`config.mk`:
```
export PLATFORM = sky130hd
export DESIGN_NAME = rc2_key_sched
export DESIGN_NICKNAME = d
export VERILOG_FILES = /design/src/design/rc2_pkg.sv /design/src/design/rc2_key_sched.sv
export SDC_FILE = /design/constraint.sdc
export NUM_CORES = 2
export LEC_CHECK = 0
export BUFFER_PORTS_ARGS = -buffer_cell sky130_fd_sc_hd__buf_4
export CORE_AREA = 2 2 455 457
export DETAILED_ROUTE_END_ITERATION = 16
export DIE_AREA = 0 0 457 459
export HOLD_SLACK_MARGIN = 0.03
export PLACE_DENSITY = 0.48
export SLEW_MARGIN = 20
export SYNTH_ARGS = -nofsm -noshare
export SYNTH_HDL_FRONTEND = slang
export SYNTH_SLANG_ARGS = --single-unit
```
`constraint.sdc`:
```
create_clock -name clk_i -period 21.4 [get_ports clk_i]
set_input_delay 4.28 -clock clk_i [delete_from_list [all_inputs] [get_ports clk_i]]
set_output_delay 4.28 -clock clk_i [all_outputs]
set_load 0.1 [all_outputs]
```
`src/design/rc2_pkg.sv`:
```
package rc2_pkg;

  localparam int WORD_W       = 16;
  localparam int BLOCK_W      = 64;
  localparam int KEY_REG_W    = 64;
  localparam int KEY_BYTES    = 128;
  localparam int KEY_WORDS    = 64;
  localparam int KW_AW        = 6;
  localparam int MIX_CELLS    = 64;

  // Effective key length, clamped to the meaningful range.
  localparam int EFF_BITS_RAW = 64;
  localparam int EFF_BITS     = (EFF_BITS_RAW > 1024) ? 1024 :
                                ((EFF_BITS_RAW < 1) ? 1 : EFF_BITS_RAW);
  localparam int KEY_T8       = (EFF_BITS + 7) / 8;
  localparam logic [7:0] KEY_TM = 8'(255 >> ((8 * KEY_T8 - EFF_BITS) % 8));

  // Forward fill of the expansion buffer, one byte per cycle.
  localparam int FWD_STEPS    = KEY_BYTES - 16;

  typedef logic [3:0][WORD_W-1:0]       word4_t;
  typedef logic [KEY_WORDS-1:0][WORD_W-1:0] kwords_t;

  typedef struct packed {
    logic   vld;
    word4_t r;
  } link_t;

  typedef struct packed {
    logic              we;
    logic [KW_AW-1:0]  addr;
    logic [WORD_W-1:0] data;
  } kw_wr_t;

  localparam logic [7:0] PI_TABLE [256] = '{
    8'd217, 8'd120, 8'd249, 8'd196, 8'd25,  8'd221, 8'd181, 8'd237,
    8'd40,  8'd233, 8'd253, 8'd121, 8'd74,  8'd160, 8'd216, 8'd157,
    8'd198, 8'd126, 8'd55,  8'd131, 8'd43,  8'd118, 8'd83,  8'd142,
    8'd98,  8'd76,  8'd100, 8'd136, 8'd68,  8'd139, 8'd251, 8'd162,
    8'd23,  8'd154, 8'd89,  8'd245, 8'd135, 8'd179, 8'd79,  8'd19,
    8'd97,  8'd69,  8'd109, 8'd141, 8'd9,   8'd129, 8'd125, 8'd50,
    8'd189, 8'd143, 8'd64,  8'd235, 8'd134, 8'd183, 8'd123, 8'd11,
    8'd240, 8'd149, 8'd33,  8'd34,  8'd92,  8'd107, 8'd78,  8'd130,
    8'd84,  8'd214, 8'd101, 8'd147, 8'd206, 8'd96,  8'd178, 8'd28,
    8'd115, 8'd86,  8'd192, 8'd20,  8'd167, 8'd140, 8'd241, 8'd220,
    8'd18,  8'd117, 8'd202, 8'd31,  8'd59,  8'd190, 8'd228, 8'd209,
    8'd66,  8'd61,  8'd212, 8'd48,  8'd163, 8'd60,  8'd182, 8'd38,
    8'd111, 8'd191, 8'd14,  8'd218, 8'd70,  8'd105, 8'd7,   8'd87,
    8'd39,  8'd242, 8'd29,  8'd155, 8'd188, 8'd148, 8'd67,  8'd3,
    8'd248, 8'd17,  8'd199, 8'd246, 8'd144, 8'd239, 8'd62,  8'd231,
    8'd6,   8'd195, 8'd213, 8'd47,  8'd200, 8'd102, 8'd30,  8'd215,
    8'd8,   8'd232, 8'd234, 8'd222, 8'd128, 8'd82,  8'd238, 8'd247,
    8'd132, 8'd170, 8'd114, 8'd172, 8'd53,  8'd77,  8'd106, 8'd42,
    8'd150, 8'd26,  8'd210, 8'd113, 8'd90,  8'd21,  8'd73,  8'd116,
    8'd75,  8'd159, 8'd208, 8'd94,  8'd4,   8'd24,  8'd164, 8'd236,
    8'd194, 8'd224, 8'd65,  8'd110, 8'd15,  8'd81,  8'd203, 8'd204,
    8'd36,  8'd145, 8'd175, 8'd80,  8'd161, 8'd244, 8'd112, 8'd57,
    8'd153, 8'd124, 8'd58,  8'd133, 8'd35,  8'd184, 8'd180, 8'd122,
    8'd252, 8'd2,   8'd54,  8'd91,  8'd37,  8'd85,  8'd151, 8'd49,
    8'd45,  8'd93,  8'd250, 8'd152, 8'd227, 8'd138, 8'd146, 8'd174,
    8'd5,   8'd223, 8'd41,  8'd16,  8'd103, 8'd108, 8'd186, 8'd201,
    8'd211, 8'd0,   8'd230, 8'd207, 8'd225, 8'd158, 8'd168, 8'd44,
    8'd99,  8'd22,  8'd1,   8'd63,  8'd88,  8'd226, 8'd137, 8'd169,
    8'd13,  8'd56,  8'd52,  8'd27,  8'd171, 8'd51,  8'd255, 8'd176,
    8'd187, 8'd72,  8'd12,  8'd95,  8'd185, 8'd177, 8'd205, 8'd46,
    8'd197, 8'd243, 8'd219, 8'd71,  8'd229, 8'd165, 8'd156, 8'd119,
    8'd10,  8'd166, 8'd32,  8'd104, 8'd254, 8'd127, 8'd193, 8'd173
  };

endpackage

```
`src/design/rc2_key_sched.sv`:
```
module rc2_key_sched
  import rc2_pkg::*;
(
  input  logic                 clk_i,
  input  logic                 rst_ni,
  input  logic                 restart_i,
  input  logic [KEY_REG_W-1:0] key_lo_i,
  input  logic [KEY_REG_W-1:0] key_hi_i,
  output logic                 busy_o,
  output kwords_t              keys_o,
  output kw_wr_t               kw_wr_o
);

  typedef enum logic [2:0] {
    KS_LOAD,
    KS_FWD,
    KS_BWD,
    KS_COPY,
    KS_DONE
  } ks_state_e;

  ks_state_e  state_q;
  logic [6:0] cnt_q;
  logic [7:0] kb_q [KEY_BYTES];
  logic [7:0] kb_d [KEY_BYTES];
  logic [7:0] fwd_sum;
  logic [7:0] bwd_new;

  assign fwd_sum = kb_q[KEY_BYTES-1] + kb_q[KEY_BYTES-16];

  // Backward pass: pass the untouched tail, mask the first byte, then fold.
  always_comb begin
    priority if (cnt_q < 7'(KEY_T8 - 1)) begin
      bwd_new = kb_q[KEY_BYTES-1];
    end else if (cnt_q == 7'(KEY_T8 - 1)) begin
      bwd_new = PI_TABLE[kb_q[KEY_BYTES-1] & KEY_TM];
    end else begin
      bwd_new = PI_TABLE[kb_q[0] ^ kb_q[KEY_T8-1]];
    end
  end

  always_comb begin
    kb_d = kb_q;
    unique case (state_q)
      KS_LOAD: begin
        for (int j = 0; j < 8; j++) begin
          kb_d[KEY_BYTES-16+j] = key_lo_i[8*j +: 8];
          kb_d[KEY_BYTES-8+j]  = key_hi_i[8*j +: 8];
        end
      end
      KS_FWD: begin
        for (int k = 0; k < KEY_BYTES - 1; k++) kb_d[k] = kb_q[k+1];
        kb_d[KEY_BYTES-1] = PI_TABLE[fwd_sum];
      end
      KS_BWD: begin
        for (int k = 1; k < KEY_BYTES; k++) kb_d[k] = kb_q[k-1];
        kb_d[0] = bwd_new;
      end
      KS_COPY: begin
        for (int k = 0; k < KEY_BYTES - 2; k++) kb_d[k] = kb_q[k+2];
        kb_d[KEY_BYTES-2] = kb_q[0];
        kb_d[KEY_BYTES-1] = kb_q[1];
      end
      KS_DONE: begin
        kb_d = kb_q;
      end
      default: begin
        kb_d = kb_q;
      end
    endcase
  end

  always_ff @(posedge clk_i) begin
    kb_q <= kb_d;
  end

  always_ff @(posedge clk_i or negedge rst_ni) begin
    if (!rst_ni) begin
      state_q <= KS_LOAD;
      cnt_q   <= '0;
    end else if (restart_i) begin
      state_q <= KS_LOAD;
      cnt_q   <= '0;
    end else begin
      unique case (state_q)
        KS_LOAD: begin
          state_q <= KS_FWD;
          cnt_q   <= '0;
        end
        KS_FWD: begin
          if (cnt_q == 7'(FWD_STEPS - 1)) begin
            state_q <= KS_BWD;
            cnt_q   <= '0;
          end else begin
            cnt_q <= cnt_q + 7'd1;
          end
        end
        KS_BWD: begin
          if (cnt_q == 7'(KEY_BYTES - 1)) begin
            state_q <= KS_COPY;
            cnt_q   <= '0;
          end else begin
            cnt_q <= cnt_q + 7'd1;
          end
        end
        KS_COPY: begin
          if (cnt_q == 7'(KEY_WORDS - 1)) begin
            state_q <= KS_DONE;
            cnt_q   <= '0;
          end else begin
            cnt_q <= cnt_q + 7'd1;
          end
        end
        KS_DONE: begin
          state_q <= KS_DONE;
        end
        default: begin
          state_q <= KS_LOAD;
          cnt_q   <= '0;
        end
      endcase
    end
  end

  assign busy_o       = (state_q != KS_DONE);
  assign kw_wr_o.we   = (state_q == KS_COPY);
  assign kw_wr_o.addr = cnt_q[KW_AW-1:0];
  assign kw_wr_o.data = {kb_q[1], kb_q[0]};

  always_comb begin
    for (int w = 0; w < KEY_WORDS; w++) begin
      keys_o[w] = {kb_q[2*w+1], kb_q[2*w]};
    end
  end

endmodule

```
# Word-level counts from Yosys, hierarchy flattened
# Memories as Yosys holds them, arrays and structs flattened.
# Cells that the tools add are included.
dict set report totals {
  ff_bits 1034
  latchBits 0
  ramBits 0
  rom_bits 6144
  output_inout_bits 1048
  n_memories 3
}
# name depth word_bits read_ports rd_ports_with_merged_regs wr line_no
set mem_list {}
lappend mem_list {{(name not given)} 256 8 1 0 0 rc2_key_sched.sv:53} ;# kb_d[KEY_BYTES-1] = PI_TABLE[fwd_sum];
lappend mem_list {{(name not given)} 256 8 1 0 0 rc2_key_sched.sv:38} ;# bwd_new = PI_TABLE[kb_q[0] ^ kb_q[KEY_T8-1]];
lappend mem_list {{(name not given)} 256 8 1 0 0 rc2_key_sched.sv:36} ;# bwd_new = PI_TABLE[kb_q[KEY_BYTES-1] & KEY_TM];
dict set report classes {
  add_sub_neg 2
  multipliers 0
  div 0
  order_cmp 4
  n_eq_ne 13
  shifts 0
  muxes 20
  bitwise 4
  n_reduce_logical 4
}
# cell n
set op_table {}
lappend op_table {{896-bit case mux with 3 select lines} 1}
lappend op_table {{128-bit case mux with 4 select lines} 1}
lappend op_table {{8-bit two-way mux} 8}
lappend op_table {{7-bit two-way mux} 4}
lappend op_table {{7-bit case mux with 4 select lines} 1}
lappend op_table {{9-bit >= comparator (second input constant)} 3}
lappend op_table {{8-bit NOT with 9-bit output} 3}
lappend op_table {{3-bit case mux with 5 select lines} 1}
lappend op_table {{7-bit equality test (second input constant)} 2}
lappend op_table {{3-bit two-way mux} 4}
lappend op_table {{3-bit inequality test (second input constant)} 3}
lappend op_table {{8-bit adder} 1}
lappend op_table {{8-bit bitwise XOR} 1}
lappend op_table {{7-bit by 1-bit adder with 7-bit output (second input constant)} 1}
lappend op_table {{7-bit by 3-bit equality test with 1-bit output (second input constant)} 1}
lappend op_table {{7-bit by 6-bit equality test with 1-bit output (second input constant)} 1}
lappend op_table {{7-bit by 3-bit < comparator with 1-bit output (second input constant)} 1}
lappend op_table {{3-bit by 2-bit equality test with 1-bit output (second input constant)} 2}
lappend op_table {{4-bit nonzero test} 1}
lappend op_table {{3-bit by 1-bit equality test with 1-bit output (second input constant)} 1}
lappend op_table {{3-bit equality test (second input constant)} 1}
lappend op_table {{3-bit logical NOT} 1}
lappend op_table {{3-bit by 2-bit inequality test with 1-bit output (second input constant)} 1}
lappend op_table {{3-bit AND reduction} 1}
lappend op_table {{other kinds (2)} 2}

# Logic depth before layout (Yosys ltp)
dict set report depth {
  depth_word 8
  ltp_mapped 15
  depth_no_buf 11
}

# Worst setup path after synthesis
# OpenSTA, ideal clock, no wires.
dict set report synth_path {
  path_type {flip-flop to flip-flop}
  from {reg state_q[2]}
  to {reg kb_q (netlist bit keys_o[1016]) (data pin)}
  arrival_time_ps 20161
  t_required_ps 21181
  slack_ps 1020
  path_stages_with_launch 6
  n_path_buf 1
  path_cell_list {dfrtp_1 -> inv_1 -> clkbuf_1 -> o21ai_0 -> inv_1 -> o32a_1}
}
# element line_no
set synth_rtl {}
lappend synth_rtl {{start: declaration} rc2_key_sched.sv:22} ;# ks_state_e state_q;
lappend synth_rtl {{start signal: assignment} rc2_key_sched.sv:79} ;# state_q <= KS_LOAD;
lappend synth_rtl {{start signal: assignment} rc2_key_sched.sv:82} ;# state_q <= KS_LOAD;
lappend synth_rtl {{start signal: assignment} rc2_key_sched.sv:87} ;# state_q <= KS_FWD;
lappend synth_rtl {{end signal: assignment} rc2_key_sched.sv:74} ;# kb_q <= kb_d;
lappend synth_rtl {{end: declaration} rc2_key_sched.sv:24} ;# logic [7:0] kb_q [KEY_BYTES];

==> impl_metrics.toml <==
[critical_path]
cp.arrival_ns = 3.40
critPathMaxStageDelay_ns = 0.61
crit_type = "flop to primary output"
crit_family = "simple AND/OR/NAND/NOR gates"
path_cells = "inv_8, nand2_4, nor2_1, buf_4"
cp_num_buf_inv = 2
crit_slowest_cell = "nand2_4"
cp-end-kind = "primary output"
cp-start-kind = "flop"
required_ns = 17.12
cp_max_fo = 134

[route]
wl_um = 315000
first_pass_iters = 7
ant_nets = 0
vias_per_cell = 5.79
drt-initial-drc-count = 7258
wl_per_cell_um = 31.4
drc = 0
vias = 58100

[pwr]
switching_share = 0.495
pwr-share-comb = 0.504
powerDensity_mw_per_mm2 = 123
pwr-share-seq = 0.274
vdd.ir_drop.worst_mv = 0.153
p_sw_uw = 4830
p_leak_uw = 0.0330
internal_power_uw = 4930
pwr-share-clk = 0.222

[synth]
synthFlopType = "edfxtp_1"
yosys-top-cells-area = "edfxtp_1 48%, mux2i_1 14%, o21ai_0 8.1%"
synth_edf_count = 1024
synth_most_common_cell = "nand2_1"
yosysTopAreaCell = "edfxtp_1"
yosysSeqAreaShare = 0.482
synth-seq-cells = 1034
synth_common_cells = "1090 x nand2_1, 1044 x o21ai_0, 1024 x edfxtp_1, 907 x mux2i_1, 430 x clkbuf_1"
async_flop_share = 0.00967
synth_top_area_frac = 0.479
synthCells = 6410
yosys_warnings = 0
synth_cell_types = 93
avgSynthCellArea_um2 = 10.0
synth_fp_nets = 6605
synthesis.area_mm2 = 0.0643

[cells_and_area]
nNetsFinal = 7413
layout-drive-gt1-share = 0.228
areaGrowthSynthToFinish_pct = 23.0
post-route-util = 0.385
finalInstanceArea_mm2 = 0.0791

[hold_path]
hp-class = "flop to flop"

[place]
place_hpwl_um = 230000
io_buffer_count = 1178
pre_cts_ws_ns = 14.27
gp_congestion = 0.930
place_area_mm2 = 0.0750

[floorplan]
initial_core_util = 0.313
dieArea_mm2 = 0.210
core_region_area_mm2 = 0.206
die_x_um = 457
die_h_um = 459
fp-row-count = 167
io_pins = 1179

[timing]
fin_crit_ns = 7.68
tightest_slew_ns = 1.12
finalWorstSetupSlack_ns = 13.72
final.setup.tns_ns = 0
setup_viol = 0
slew_viol_final = 0
hold_viol = 0
slew_headroom = 0.245
clock_skew_ns = 0.0334
finalCritPeriodShare = 0.359
rsz0062_at_grt = "no"
fmax_ghz = 0.130

[global_routing]
antenna_found_initial = 13
grt_first_pass_wirelength_um = 435000
grt_pass1_vias = 53400
grt_max_degree = 232
grt_use_total = 0.285
gr-total-overflow = 0

[outcome]
status = "finished clean"

[clocking]
cts_tree = "done"
clk_latency_ns = 0.81
cts_buffers = 135
cts_setup_buffers = 0
clock_sinks = 1034
clkTransAtPathRegs_ns = 0.06
cts_root_buffer = "clkbuf_16"
holdBufCountCts = 0
cts_resized = 0
htree_levels = 4
clock_path_buffers = 3

[run]
drv_cap = 0
==> registers in the layout, indices dropped and copies added (netlist names) <==
| signal | flops |
|---|---|
| cnt_q | 7 |
| keys_o | 1024 |
| state_q | 3 |
==> power by group through the flow <==
stage / Combinational, µW / Sequential (µW) / Clock (µW)
2_1_floorplan: 2380 / 3580 / 0
3_3_place_gp: 4860 / 2710 / 0
3_5_place_dp: 4790 / 2710 / 0
4_1_cts: 4810 / 2670 / 2220
5_1_grt: 5100 / 2680 / 2290
6_report: 4920 / 2680 / 2170
==> layout by cell type, fill, tap and decap left out, types with 49 or more instances in the layout <==
cell / synthesis / routed
o21ai_0: 1044 / 1044
nand2_1: 1090 / 1087
a21oi_1: 286 / 286
nand3_1: 88 / 88
ha_1: 63 / 63
nor2_1: 163 / 161
edfxtp_1: 1024 / 1024
nor3_1: 68 / 67
a31oi_1: 49 / 49
buf_4: 34 / 1282
o22ai_1: 268 / 268
clkbuf_16: 0 / 140
mux2i_1: 907 / 907
mux2_2: 115 / 115
o211ai_1: 51 / 51
==> through the flow <==
stage	cells	hold WS, ns	total power, µW
after detailed placement	9785	0.614	7500
after CTS	10000	0.622	9700
final	10000	0.605	9760
after global routing	10000	0.650	10100
after floorplan	6410	0.564	5960
after global placement	9785	0.604	7570
==> per-layer routing <==
layer / wire (µm) / GRT usage
met5: 115 / 0
met4: 15400 / 0.125
met3: 24200 / 0.0600
met2: 146000 / 0.454
met1: 129000 / 0.372
==> cells by family (layout without fill, tap and decap cells) <==
kind of cell             Yosys count  after routing  share of synthesized area
AO/OA/AOI/OAI                   2052           2052                      0.188
XOR/XNOR                          25             25                    0.00463
adder cells (fa/ha/maj)           64             64                     0.0126
buffers and inverters            648           1562                     0.0427
flip-flops                      1034           1034                      0.482
multiplexers                    1049           1049                      0.171
other                              0              4                          0
AND/OR/NAND/NOR                 1538           1538                     0.0986
==> layout make-up <==
class / instances / area, µm²
antenna: 4 / 10.0
clock buffer: 175 / 3630
clock inverter: 68 / 442
fill: 20400 / 127000
inverter: 30 / 130
multi-input combinational: 4728 / 30700
sequential: 1034 / 31000
tap: 2704 / 3380
timing repair buffer: 1289 / 9760
==> worst reg2reg max path, stage by stage (launching register included) <==
cell and delay (ns):
dfrtp_1 0.63, inv_8 0.32, nand2_4 0.71, buf_4 0.87
buf_4 0.78, buf_4 0.71, buf_4 0.72, buf_4 0.85
buf_4 0.94, o21ai_0 0.28
==> path summary, 6_finish.rpt <==
path                                to         from  slack [ns]  cells after the start
min in group asynchronous     cnt_q[2]       rst_ni        3.30                      1
setup reg to reg           keys_o[705]   state_q[2]       14.31                      9
hold reg to reg            keys_o[866]  keys_o[874]        0.60                      2
max in group asynchronous   state_q[0]       rst_ni       17.93                      1
hold / removal             keys_o[866]  keys_o[874]        0.60                      2
setup / recovery           kw_wr_o[22]   state_q[2]       13.72                      4
Power figures use the tool's default switching activity.
